File: src/rtl/ddd_pkg.sv
`default_nettype none

package ddd_pkg;

  // Configuration register indexes
  localparam int CFG_IDX_W  = 2;
  localparam int CFG_DATA_W = 32;
  localparam logic [CFG_IDX_W-1:0] CFG_BIT_WIDTH   = 2'd0;
  localparam logic [CFG_IDX_W-1:0] CFG_VALUE_COUNT = 2'd1;
  localparam logic [CFG_IDX_W-1:0] CFG_VALUE_TYPE  = 2'd2;

  // Element width codes (value_type[2:1]); value_type[0] set means unsigned
  localparam logic [1:0] TW_8  = 2'd0;
  localparam logic [1:0] TW_16 = 2'd1;
  localparam logic [1:0] TW_32 = 2'd2;
  localparam logic [1:0] TW_64 = 2'd3;

  // Reset values of the configuration registers
  localparam logic [6:0]  BIT_WIDTH_RST   = 7'd0;
  localparam logic [31:0] VALUE_COUNT_RST = 32'd1;
  localparam logic [2:0]  VALUE_TYPE_RST  = 3'd6;

  // Commands from controller to datapath
  typedef struct packed {
    logic emit_raw;
    logic emit_seed;
    logic load_word;
    logic extract;
    logic absorb;
    logic build;
    logic clear_partial;
  } ddd_cmd_t;

  // Status from datapath to controller
  typedef struct packed {
    logic raw_mode;
    logic tile_full;
    logic seeds_in;
    logic code_ready;
    logic out_free;
  } ddd_stat_t;

  // Element width minus one
  function automatic logic [6:0] type_bits_m1(input logic [2:0] vt);
    logic [6:0] r;
    case (vt[2:1])
      TW_8:    r = 7'd7;
      TW_16:   r = 7'd15;
      TW_32:   r = 7'd31;
      default: r = 7'd63;
    endcase
    return r;
  endfunction

  // Truncate to the element type, then sign- or zero-extend to 64 bits
  function automatic logic [63:0] extend_value(input logic [63:0] v, input logic [2:0] vt);
    logic [63:0] r;
    case (vt[2:1])
      TW_8:    r = vt[0] ? {56'd0, v[7:0]}  : {{56{v[7]}}, v[7:0]};
      TW_16:   r = vt[0] ? {48'd0, v[15:0]} : {{48{v[15]}}, v[15:0]};
      TW_32:   r = vt[0] ? {32'd0, v[31:0]} : {{32{v[31]}}, v[31:0]};
      default: r = v;
    endcase
    return r;
  endfunction

endpackage

`default_nettype wire

File: src/rtl/ddd_ctrl.sv
`default_nettype none

module ddd_ctrl (
  input  wire logic              clk,
  input  wire logic              rst_n,
  input  wire logic              in_valid,
  input  wire logic              in_mode,
  output logic                   in_stall,
  input  wire ddd_pkg::ddd_stat_t stat,
  output ddd_pkg::ddd_cmd_t      cmd
);
  import ddd_pkg::*;

  typedef enum logic [2:0] {
    S_IDLE    = 3'b001,
    S_EXTRACT = 3'b010,
    S_BUILD   = 3'b100
  } state_t;

  state_t state_r, state_nxt;
  logic   accept;

  // Take a transaction only when idle and the result register can load
  assign in_stall = !((state_r == S_IDLE) && stat.out_free);
  assign accept   = in_valid && !in_stall;

  // Sequence seeds, raw words and code words
  always_comb begin
    state_nxt = state_r;
    cmd       = '0;
    case (state_r)
      S_IDLE: begin
        if (accept) begin
          if (stat.raw_mode) begin
            cmd.emit_raw = !stat.tile_full;
          end else if (!stat.tile_full) begin
            if (!in_mode) begin
              cmd.emit_seed = !stat.seeds_in;
            end else if (stat.seeds_in) begin
              cmd.load_word = 1'b1;
              state_nxt     = S_EXTRACT;
            end
          end
        end
      end
      S_EXTRACT: begin
        if (stat.tile_full) begin
          cmd.clear_partial = 1'b1;
          state_nxt         = S_IDLE;
        end else if (stat.code_ready) begin
          cmd.extract = 1'b1;
          state_nxt   = S_BUILD;
        end else begin
          cmd.absorb = 1'b1;
          state_nxt  = S_IDLE;
        end
      end
      S_BUILD: begin
        if (stat.out_free) begin
          cmd.build = 1'b1;
          state_nxt = S_EXTRACT;
        end
      end
      default: begin
        state_nxt = S_IDLE;
      end
    endcase
  end

  // Advance state
  always_ff @(posedge clk) begin
    if (!rst_n) begin
      state_r <= S_IDLE;
    end else begin
      state_r <= state_nxt;
    end
  end

endmodule

`default_nettype wire

File: src/rtl/ddd_datapath.sv
`default_nettype none

module ddd_datapath (
  input  wire logic                                clk,
  input  wire logic                                rst_n,
  input  wire logic                                cfg_write,
  input  wire logic [ddd_pkg::CFG_IDX_W-1:0]       cfg_index,
  input  wire logic [ddd_pkg::CFG_DATA_W-1:0]      cfg_data,
  input  wire logic [63:0]                         in_word,
  input  wire ddd_pkg::ddd_cmd_t                   cmd,
  output ddd_pkg::ddd_stat_t                       stat,
  input  wire logic                                out_stall,
  output logic                                     out_valid,
  output logic [63:0]                              out_value,
  output logic                                     out_last_in_item,
  output logic                                     out_tile_done
);
  import ddd_pkg::*;

  // Configuration
  logic [6:0]  bit_width_r;
  logic [31:0] value_count_r;
  logic [2:0]  value_type_r;

  // Tile state
  logic [63:0] older_r, newer_r;
  logic [63:0] pcode_r;        // open code bits, sign bit included
  logic [6:0]  pbits_r;        // bits of the open code gathered so far
  logic [31:0] emitted_r;
  logic [63:0] sh_r;           // unread bits of the word, left aligned
  logic [6:0]  rem_r;          // unread bit count
  logic        code_sign_r;
  logic [63:0] code_mag_r;

  // Result register
  logic        out_valid_r;
  logic [63:0] out_value_r;
  logic        out_last_r;
  logic        out_done_r;

  logic [6:0]  tbm1, bw_eff, code_len, k;
  logic [34:0] bytes;
  logic [32:0] need;
  logic [31:0] emitted_inc;
  logic        raw_done, coded_done, raw_mode, out_free, load_out, build_last;
  logic        clear_stream;
  logic [63:0] full, mag_mask, absorbed, dd, built, seed_v;

  // Tile geometry and limits
  assign tbm1        = type_bits_m1(value_type_r);
  assign raw_mode    = bit_width_r >= tbm1;
  assign bw_eff      = (bit_width_r == 7'd0) ? 7'd1 : bit_width_r;
  assign code_len    = bw_eff + 7'd1;
  assign k           = code_len - pbits_r;
  assign bytes       = {3'd0, value_count_r} << value_type_r[2:1];
  assign need        = 33'(({1'b0, bytes} + 36'd7) >> 3);
  assign emitted_inc = emitted_r + 32'd1;
  assign raw_done    = {1'b0, emitted_inc} == need;
  assign coded_done  = emitted_inc == value_count_r;

  // Code extraction: finish the open code from the top of the word
  assign full     = (pcode_r << k) | (sh_r >> (7'd64 - k));
  assign mag_mask = (64'd1 << bw_eff) - 64'd1;
  assign absorbed = (pcode_r << rem_r) | (sh_r >> (7'd64 - rem_r));

  // Value rebuild
  assign dd         = code_sign_r ? (64'd0 - code_mag_r) : code_mag_r;
  assign built      = extend_value(dd + {newer_r[62:0], 1'b0} - older_r, value_type_r);
  assign seed_v     = extend_value(in_word, value_type_r);
  assign build_last = (rem_r < code_len) || coded_done;

  assign out_free = !out_valid_r || !out_stall;
  assign load_out = cmd.emit_raw || cmd.emit_seed || cmd.build;

  always_comb begin
    stat.raw_mode   = raw_mode;
    stat.tile_full  = raw_mode ? ({1'b0, emitted_r} >= need) : (emitted_r >= value_count_r);
    stat.seeds_in   = emitted_r >= 32'd2;
    stat.code_ready = rem_r >= k;
    stat.out_free   = out_free;
  end

  // Any write to a known register starts a new tile
  always_comb begin
    case (cfg_index)
      CFG_BIT_WIDTH, CFG_VALUE_COUNT, CFG_VALUE_TYPE: clear_stream = cfg_write;
      default: clear_stream = 1'b0;
    endcase
  end

  // Control state and tile state
  always_ff @(posedge clk) begin
    if (!rst_n) begin
      bit_width_r   <= BIT_WIDTH_RST;
      value_count_r <= VALUE_COUNT_RST;
      value_type_r  <= VALUE_TYPE_RST;
      older_r       <= '0;
      newer_r       <= '0;
      pcode_r       <= '0;
      pbits_r       <= '0;
      emitted_r     <= '0;
      rem_r         <= '0;
      out_valid_r   <= 1'b0;
    end else begin
      if (cfg_write) begin
        case (cfg_index)
          CFG_BIT_WIDTH:   bit_width_r   <= cfg_data[6:0];
          CFG_VALUE_COUNT: value_count_r <= cfg_data;
          CFG_VALUE_TYPE:  value_type_r  <= cfg_data[2:0];
          default: ;
        endcase
      end
      if (clear_stream) begin
        older_r   <= '0;
        newer_r   <= '0;
        pcode_r   <= '0;
        pbits_r   <= '0;
        emitted_r <= '0;
        rem_r     <= '0;
      end else begin
        if (cmd.emit_raw) begin
          emitted_r <= emitted_inc;
        end
        if (cmd.emit_seed) begin
          older_r   <= newer_r;
          newer_r   <= seed_v;
          emitted_r <= emitted_inc;
        end
        if (cmd.load_word) begin
          rem_r <= 7'd64;
        end
        if (cmd.extract) begin
          rem_r   <= rem_r - k;
          pcode_r <= '0;
          pbits_r <= '0;
        end
        if (cmd.absorb) begin
          pcode_r <= absorbed;
          pbits_r <= pbits_r + rem_r;
          rem_r   <= '0;
        end
        if (cmd.clear_partial) begin
          pcode_r <= '0;
          pbits_r <= '0;
          rem_r   <= '0;
        end
        if (cmd.build) begin
          older_r   <= newer_r;
          newer_r   <= built;
          emitted_r <= emitted_inc;
        end
      end
      // Hold the result until it is taken
      if (load_out) begin
        out_valid_r <= 1'b1;
      end else if (!out_stall) begin
        out_valid_r <= 1'b0;
      end
    end
  end

  // Payload registers
  always_ff @(posedge clk) begin
    if (cmd.load_word) begin
      sh_r <= in_word;
    end
    if (cmd.extract) begin
      sh_r        <= sh_r << k;
      code_sign_r <= full[bw_eff[5:0]];
      code_mag_r  <= full & mag_mask;
    end
    if (cmd.emit_raw) begin
      out_value_r <= in_word;
      out_last_r  <= 1'b1;
      out_done_r  <= raw_done;
    end
    if (cmd.emit_seed) begin
      out_value_r <= seed_v;
      out_last_r  <= 1'b1;
      out_done_r  <= coded_done;
    end
    if (cmd.build) begin
      out_value_r <= built;
      out_last_r  <= build_last;
      out_done_r  <= coded_done;
    end
  end

  assign out_valid        = out_valid_r;
  assign out_value        = out_value_r;
  assign out_last_in_item = out_last_r;
  assign out_tile_done    = out_done_r;

  // A code is only cut once all of its bits are at hand
  a_extract_ready: assert property (@(posedge clk) disable iff (!rst_n)
    cmd.extract |-> (rem_r >= k))
    else $error("code extracted before enough bits were available");

  // The open code never holds a whole code
  a_partial_short: assert property (@(posedge clk) disable iff (!rst_n)
    !raw_mode |-> (pbits_r <= bw_eff))
    else $error("open code reached full length");

  // A coded tile never yields more values than its count
  a_count_bound: assert property (@(posedge clk) disable iff (!rst_n)
    !raw_mode |-> (emitted_r <= value_count_r))
    else $error("more values emitted than the tile holds");

  // A new result never overwrites one that is still waiting
  a_no_overwrite: assert property (@(posedge clk) disable iff (!rst_n)
    (out_valid_r && out_stall) |-> !load_out)
    else $error("result register loaded while stalled");

endmodule

`default_nettype wire

File: src/rtl/double_delta_decoder_core.sv
`default_nettype none

// Double-delta decoder for one integer column tile. Software writes bit_width,
// value_count and value_type (index 0, 1, 2) while the block is idle; each write
// starts a new tile. Send the two seed values as mode 0 transactions, then the
// packed code words as mode 1 transactions, codes read MSB first across words.
// A seed or a raw-mode word (bit_width at least the element width minus one)
// is taken and emitted straight from idle. A code word is cut into codes: each
// value goes through a code extraction shifter step and then a rebuild adder
// step, which waits while the result register is full, and the block holds off
// the next transaction until the word is used up. Items after the tile is
// complete are dropped without results.
module double_delta_decoder_core (
  input  wire logic                            clk,
  input  wire logic                            rst_n,
  input  wire logic                            cfg_valid,
  output logic                                 cfg_ready,
  input  wire logic [ddd_pkg::CFG_IDX_W-1:0]   cfg_index,
  input  wire logic [ddd_pkg::CFG_DATA_W-1:0]  cfg_data,
  input  wire logic                            in_valid,
  output logic                                 in_stall,
  input  wire logic                            in_mode,
  input  wire logic [63:0]                     in_word,
  output logic                                 out_valid,
  input  wire logic                            out_stall,
  output logic [63:0]                          out_value,
  output logic                                 out_last_in_item,
  output logic                                 out_tile_done
);
  import ddd_pkg::*;

  ddd_cmd_t  cmd;
  ddd_stat_t stat;

  // Configuration writes are always taken
  assign cfg_ready = 1'b1;

  ddd_ctrl u_ctrl (
    .clk      (clk),
    .rst_n    (rst_n),
    .in_valid (in_valid),
    .in_mode  (in_mode),
    .in_stall (in_stall),
    .stat     (stat),
    .cmd      (cmd)
  );

  ddd_datapath u_datapath (
    .clk              (clk),
    .rst_n            (rst_n),
    .cfg_write        (cfg_valid && cfg_ready),
    .cfg_index        (cfg_index),
    .cfg_data         (cfg_data),
    .in_word          (in_word),
    .cmd              (cmd),
    .stat             (stat),
    .out_stall        (out_stall),
    .out_valid        (out_valid),
    .out_value        (out_value),
    .out_last_in_item (out_last_in_item),
    .out_tile_done    (out_tile_done)
  );

endmodule

`default_nettype wire

File: config.mk
export PLATFORM = sky130hd
export DESIGN_NAME = double_delta_decoder_core
export DESIGN_NICKNAME = d
export VERILOG_FILES = /design/src/rtl/ddd_pkg.sv /design/src/rtl/ddd_ctrl.sv /design/src/rtl/ddd_datapath.sv /design/src/rtl/double_delta_decoder_core.sv
export SDC_FILE = /design/constraint.sdc
export NUM_CORES = 2
export LEC_CHECK = 0
export ABC_AREA = 1
export BUFFER_PORTS_ARGS = -buffer_cell sky130_fd_sc_hd__buf_4
export CAP_MARGIN = 15
export CELL_PAD_IN_SITES_DETAIL_PLACEMENT = 1
export CELL_PAD_IN_SITES_GLOBAL_PLACEMENT = 1
export CORE_MARGIN = 4
export CORE_UTILIZATION = 28
export CTS_CLUSTER_SIZE = 8
export DETAILED_ROUTE_END_ITERATION = 7
export PLACE_DENSITY_LB_ADDON = 0.1
export SYNTH_ARGS = -nofsm -noshare
export SYNTH_HDL_FRONTEND = slang
export SYNTH_HIERARCHICAL = 1
export SYNTH_SLANG_ARGS = --single-unit
File: constraint.sdc
create_clock -name clk -period 9.1 [get_ports clk]
set_clock_uncertainty 0.1 [all_clocks]
set_input_delay 2.73 -clock clk [delete_from_list [all_inputs] [get_ports clk]]
set_output_delay 2.73 -clock clk [all_outputs]
set_load 0.01 [all_outputs]
==> out/qor.yml <==
status: "finished, final reports clean"
final_nets: 9628
hold_path_startpoint: "u_datapath/newer_r[5]"
dr_total_vias: 64407
io_buffers: 171
required_ns: 9.59
whs_ns: 0.362
numCtsBuffers: 75
synth_top_family_by_area: "simple AND/OR/NAND/NOR gates"
ys_ff_latch: 479
io_pins: 173
reg2reg_from: "u_datapath/value_type_r[2]"
synth-async-reset-ratio: 0
grt_setup_unrepaired: "no"
syn_avg_cell_area_um2: 5.77
netlist_area_um2: 54600
synth_compound_area_frac: 0.196
cts_tree: "built"
p_per_area_nw_per_um2: 316
startpoint: "u_datapath/value_type_r[2]"
start_kind: "flop"
syn_inst: 9465
finalCriticalPeriod_ns: 7.93
antenna_left: 0
clock_latency_ns: 0.72
synth_ff_type: "dfxtp_1"
ctsLongestPathBuffers: 3
start_util: 0.283
ys_seq_area_frac: 0.211
synth_fa_ha_area_frac: 0.0616
setup_tns_ns: 0
worst_slack_ns: 1.17
final_hold_viol_count: 0
place_congestion: 0.953
final.period_utilization: 0.871
maxCapViolCount: 0
relSlewSlack: 0.220
critical_path_peak_fanout: 28
grt_usage: 0.302
cts_sinks: 479
synth_fp_nets: 9798
max_stage_delay_ns: 0.82
synth-xor-area-share: 0.0231
synthMuxAreaShare: 0.0214
floorplan.die.width_um: 450
fp-row-count: 161
timing_worst_setup_path_type: "flop to flop"
first_global_vias: 63792
cts_resized: 0
synth-simple-area-share: 0.375
routed_wl_mm: 316
grt-ovfl-total: 0
root_buffer: "clkbuf_16"
yosys_warnings: 6
worstMarginPinSlew_ns: 1.16
first_pass_iters: 5
final_cell_mix: "3,083 x nand2_1, 1,001 x inv_1, 993 x o21ai_0, 892 x nand3_1, 668 x nor2_1"
leakage_nw: 27.5
grt_max_degree: 170
maxSlewViolCount: 0
setup_viol: 0
critPathCaptureType: "flop"
power.total_mw: 19.1
coreArea_um2: 193000
post-place-ws_ns: 1.04
htree_levels: 3
first_iter_violations: 5811
final_cells: 11882
via_per_inst: 5.42
placed_cells: 11743
synthDistinctLibCells: 71
synth_edf_count: 195
final_common_cell: "nand2_1"
fmax_ghz: 0.126
antenna_found_initial: 10
layout-area-overhead-vs-synth_pct: 10.5
cpMostUsedCell: "nand2_1"
worst_path_max_delay_cell: "nor4_4"
grt_pass1_wl_mm: 457
ir_worst_vdd_v: 0.000414
die_area_um2: 202000
path_clk_slew_ns: 0.07
avgRoutedWirePerCell_um: 26.6
hold_buffers: 0
cts_setup_buffers: 0
drive_gt1_frac: 0.0555
arrival_ns: 8.42
drc: 0
chipHeight_um: 450
min-delay-path-class: "flop to flop"
dp_hpwl_mm: 256
==> per-stage QoR <==
| step | util | area (µm²) |
|---|---|---|
| floorplan | - | 54600 |
| global placement | 0.300 | 58000 |
| detailed placement | 0.300 | 58000 |
| CTS | 0.312 | 60300 |
| global route | 0.312 | 60300 |
| finish | 0.312 | 60400 |
==> critical path, delay by kind of cell, from the launching register on <==
family                   cells  cell delay [ns]
adder cells (fa/ha/maj)      1             0.31
AO/OA/AOI/OAI                8             1.56
buffers and inverters        5             1.35
AND/OR/NAND/NOR             17             3.76
flip-flops                   1             0.63
==> layout make-up <==
type / count / area (µm²)
timing repair buffer: 284 / 2290
fill: 25434 / 133000
multi-input combinational: 7421 / 37100
clock buffer: 120 / 2150
clock inverter: 14 / 174
antenna: 4 / 10.0
tap: 2526 / 3160
inverter: 1034 / 3890
sequential: 479 / 11600
==> cells in the mapped netlist (6+ instances only) <==
master | number | area [µm²]
nor2_4 | 10 | 113
inv_1 | 1007 | 3780
buf_4 | 9 | 67.6
o31ai_1 | 11 | 82.6
o211ai_1 | 78 | 586
inv_2 | 18 | 67.6
nor3_1 | 76 | 380
fa_1 | 66 | 1320
nor2_2 | 16 | 100
o21a_1 | 25 | 188
nand2_1 | 3093 | 11600
mux2i_1 | 117 | 1170
a21oi_1 | 630 | 3150
a21o_1 | 19 | 143
buf_1 | 110 | 413
nand3_1 | 893 | 4470
nand4_1 | 79 | 494
o22ai_1 | 81 | 507
buf_2 | 95 | 475
xor2_1 | 102 | 893
o21ai_0 | 994 | 4970
xnor2_1 | 37 | 324
a211oi_1 | 16 | 120
a31oi_1 | 60 | 375
or2_2 | 17 | 106
nor2_1 | 673 | 2530
nor4_1 | 29 | 181
o21bai_1 | 12 | 90.1
nand3b_1 | 15 | 113
edfxtp_1 | 195 | 5860
clkbuf_1 | 312 | 1170
nand2_2 | 14 | 87.6
ha_1 | 163 | 2040
dfxtp_1 | 284 | 5690
clkinv_1 | 7 | 26.3
and2_1 | 6 | 37.5
o221ai_1 | 17 | 149
a22oi_1 | 12 | 90.1
nand3_2 | 7 | 70.1
==> cells by family (layout without fill, tap and decap cells) <==
| group | Yosys count | after routing |
|---|---|---|
| compound gates | 1984 | 1984 |
| mux | 117 | 117 |
| fa+ha+maj | 229 | 229 |
| other cells | 2 | 6 |
| buf+inv | 1565 | 1452 |
| simple gates | 4948 | 4948 |
| flops | 479 | 479 |
| xor+xnor | 141 | 141 |
==> layer usage <==
layer / vias up / wire length, µm / global-route usage
li1: 30758 / - / -
met2: 1729 / 141000 / 0.480
met1: 31636 / 149000 / 0.426
met5: - / 16 / 0
met3: 282 / 16700 / 0.0393
met4: 2 / 9660 / 0.0862
==> where the power goes <==
part / switching (mW) / internal [mW] / total [mW] / leakage, nW
Combinational: 9.19 / 3.26 / 12.5 / 22.3
Clock: 1.23 / 1.65 / 2.87 / 1.12
Sequential: 0.718 / 3.01 / 3.73 / 4.08
Total: 11.1 / 7.92 / 19.1 / 27.5
==> final timing paths <==
| check | slack, ns | cells past startpoint | endpoint |
|---|---|---|---|
| max | 1.17 | 31 | u_datapath/newer_r[54] |
| min reg2reg | 0.36 | 2 | u_datapath/older_r[5] |
| max reg2reg | 1.17 | 31 | u_datapath/newer_r[54] |
| min | 0.36 | 2 | u_datapath/older_r[5] |
==> sequential cells by signal, indices dropped and copies added, names as in the netlist, 7 cells and up <==
register / count
u_datapath/code_mag_r: 64
u_datapath/newer_r: 64
u_datapath/older_r: 64
u_datapath/out_value: 64
u_datapath/pcode_r: 64
u_datapath/sh_r: 64
u_datapath/emitted_r: 32
u_datapath/value_count_r: 32
u_datapath/bit_width_r: 7
u_datapath/pbits_r: 7
u_datapath/rem_r: 7
Power figures use the tool's default switching activity.
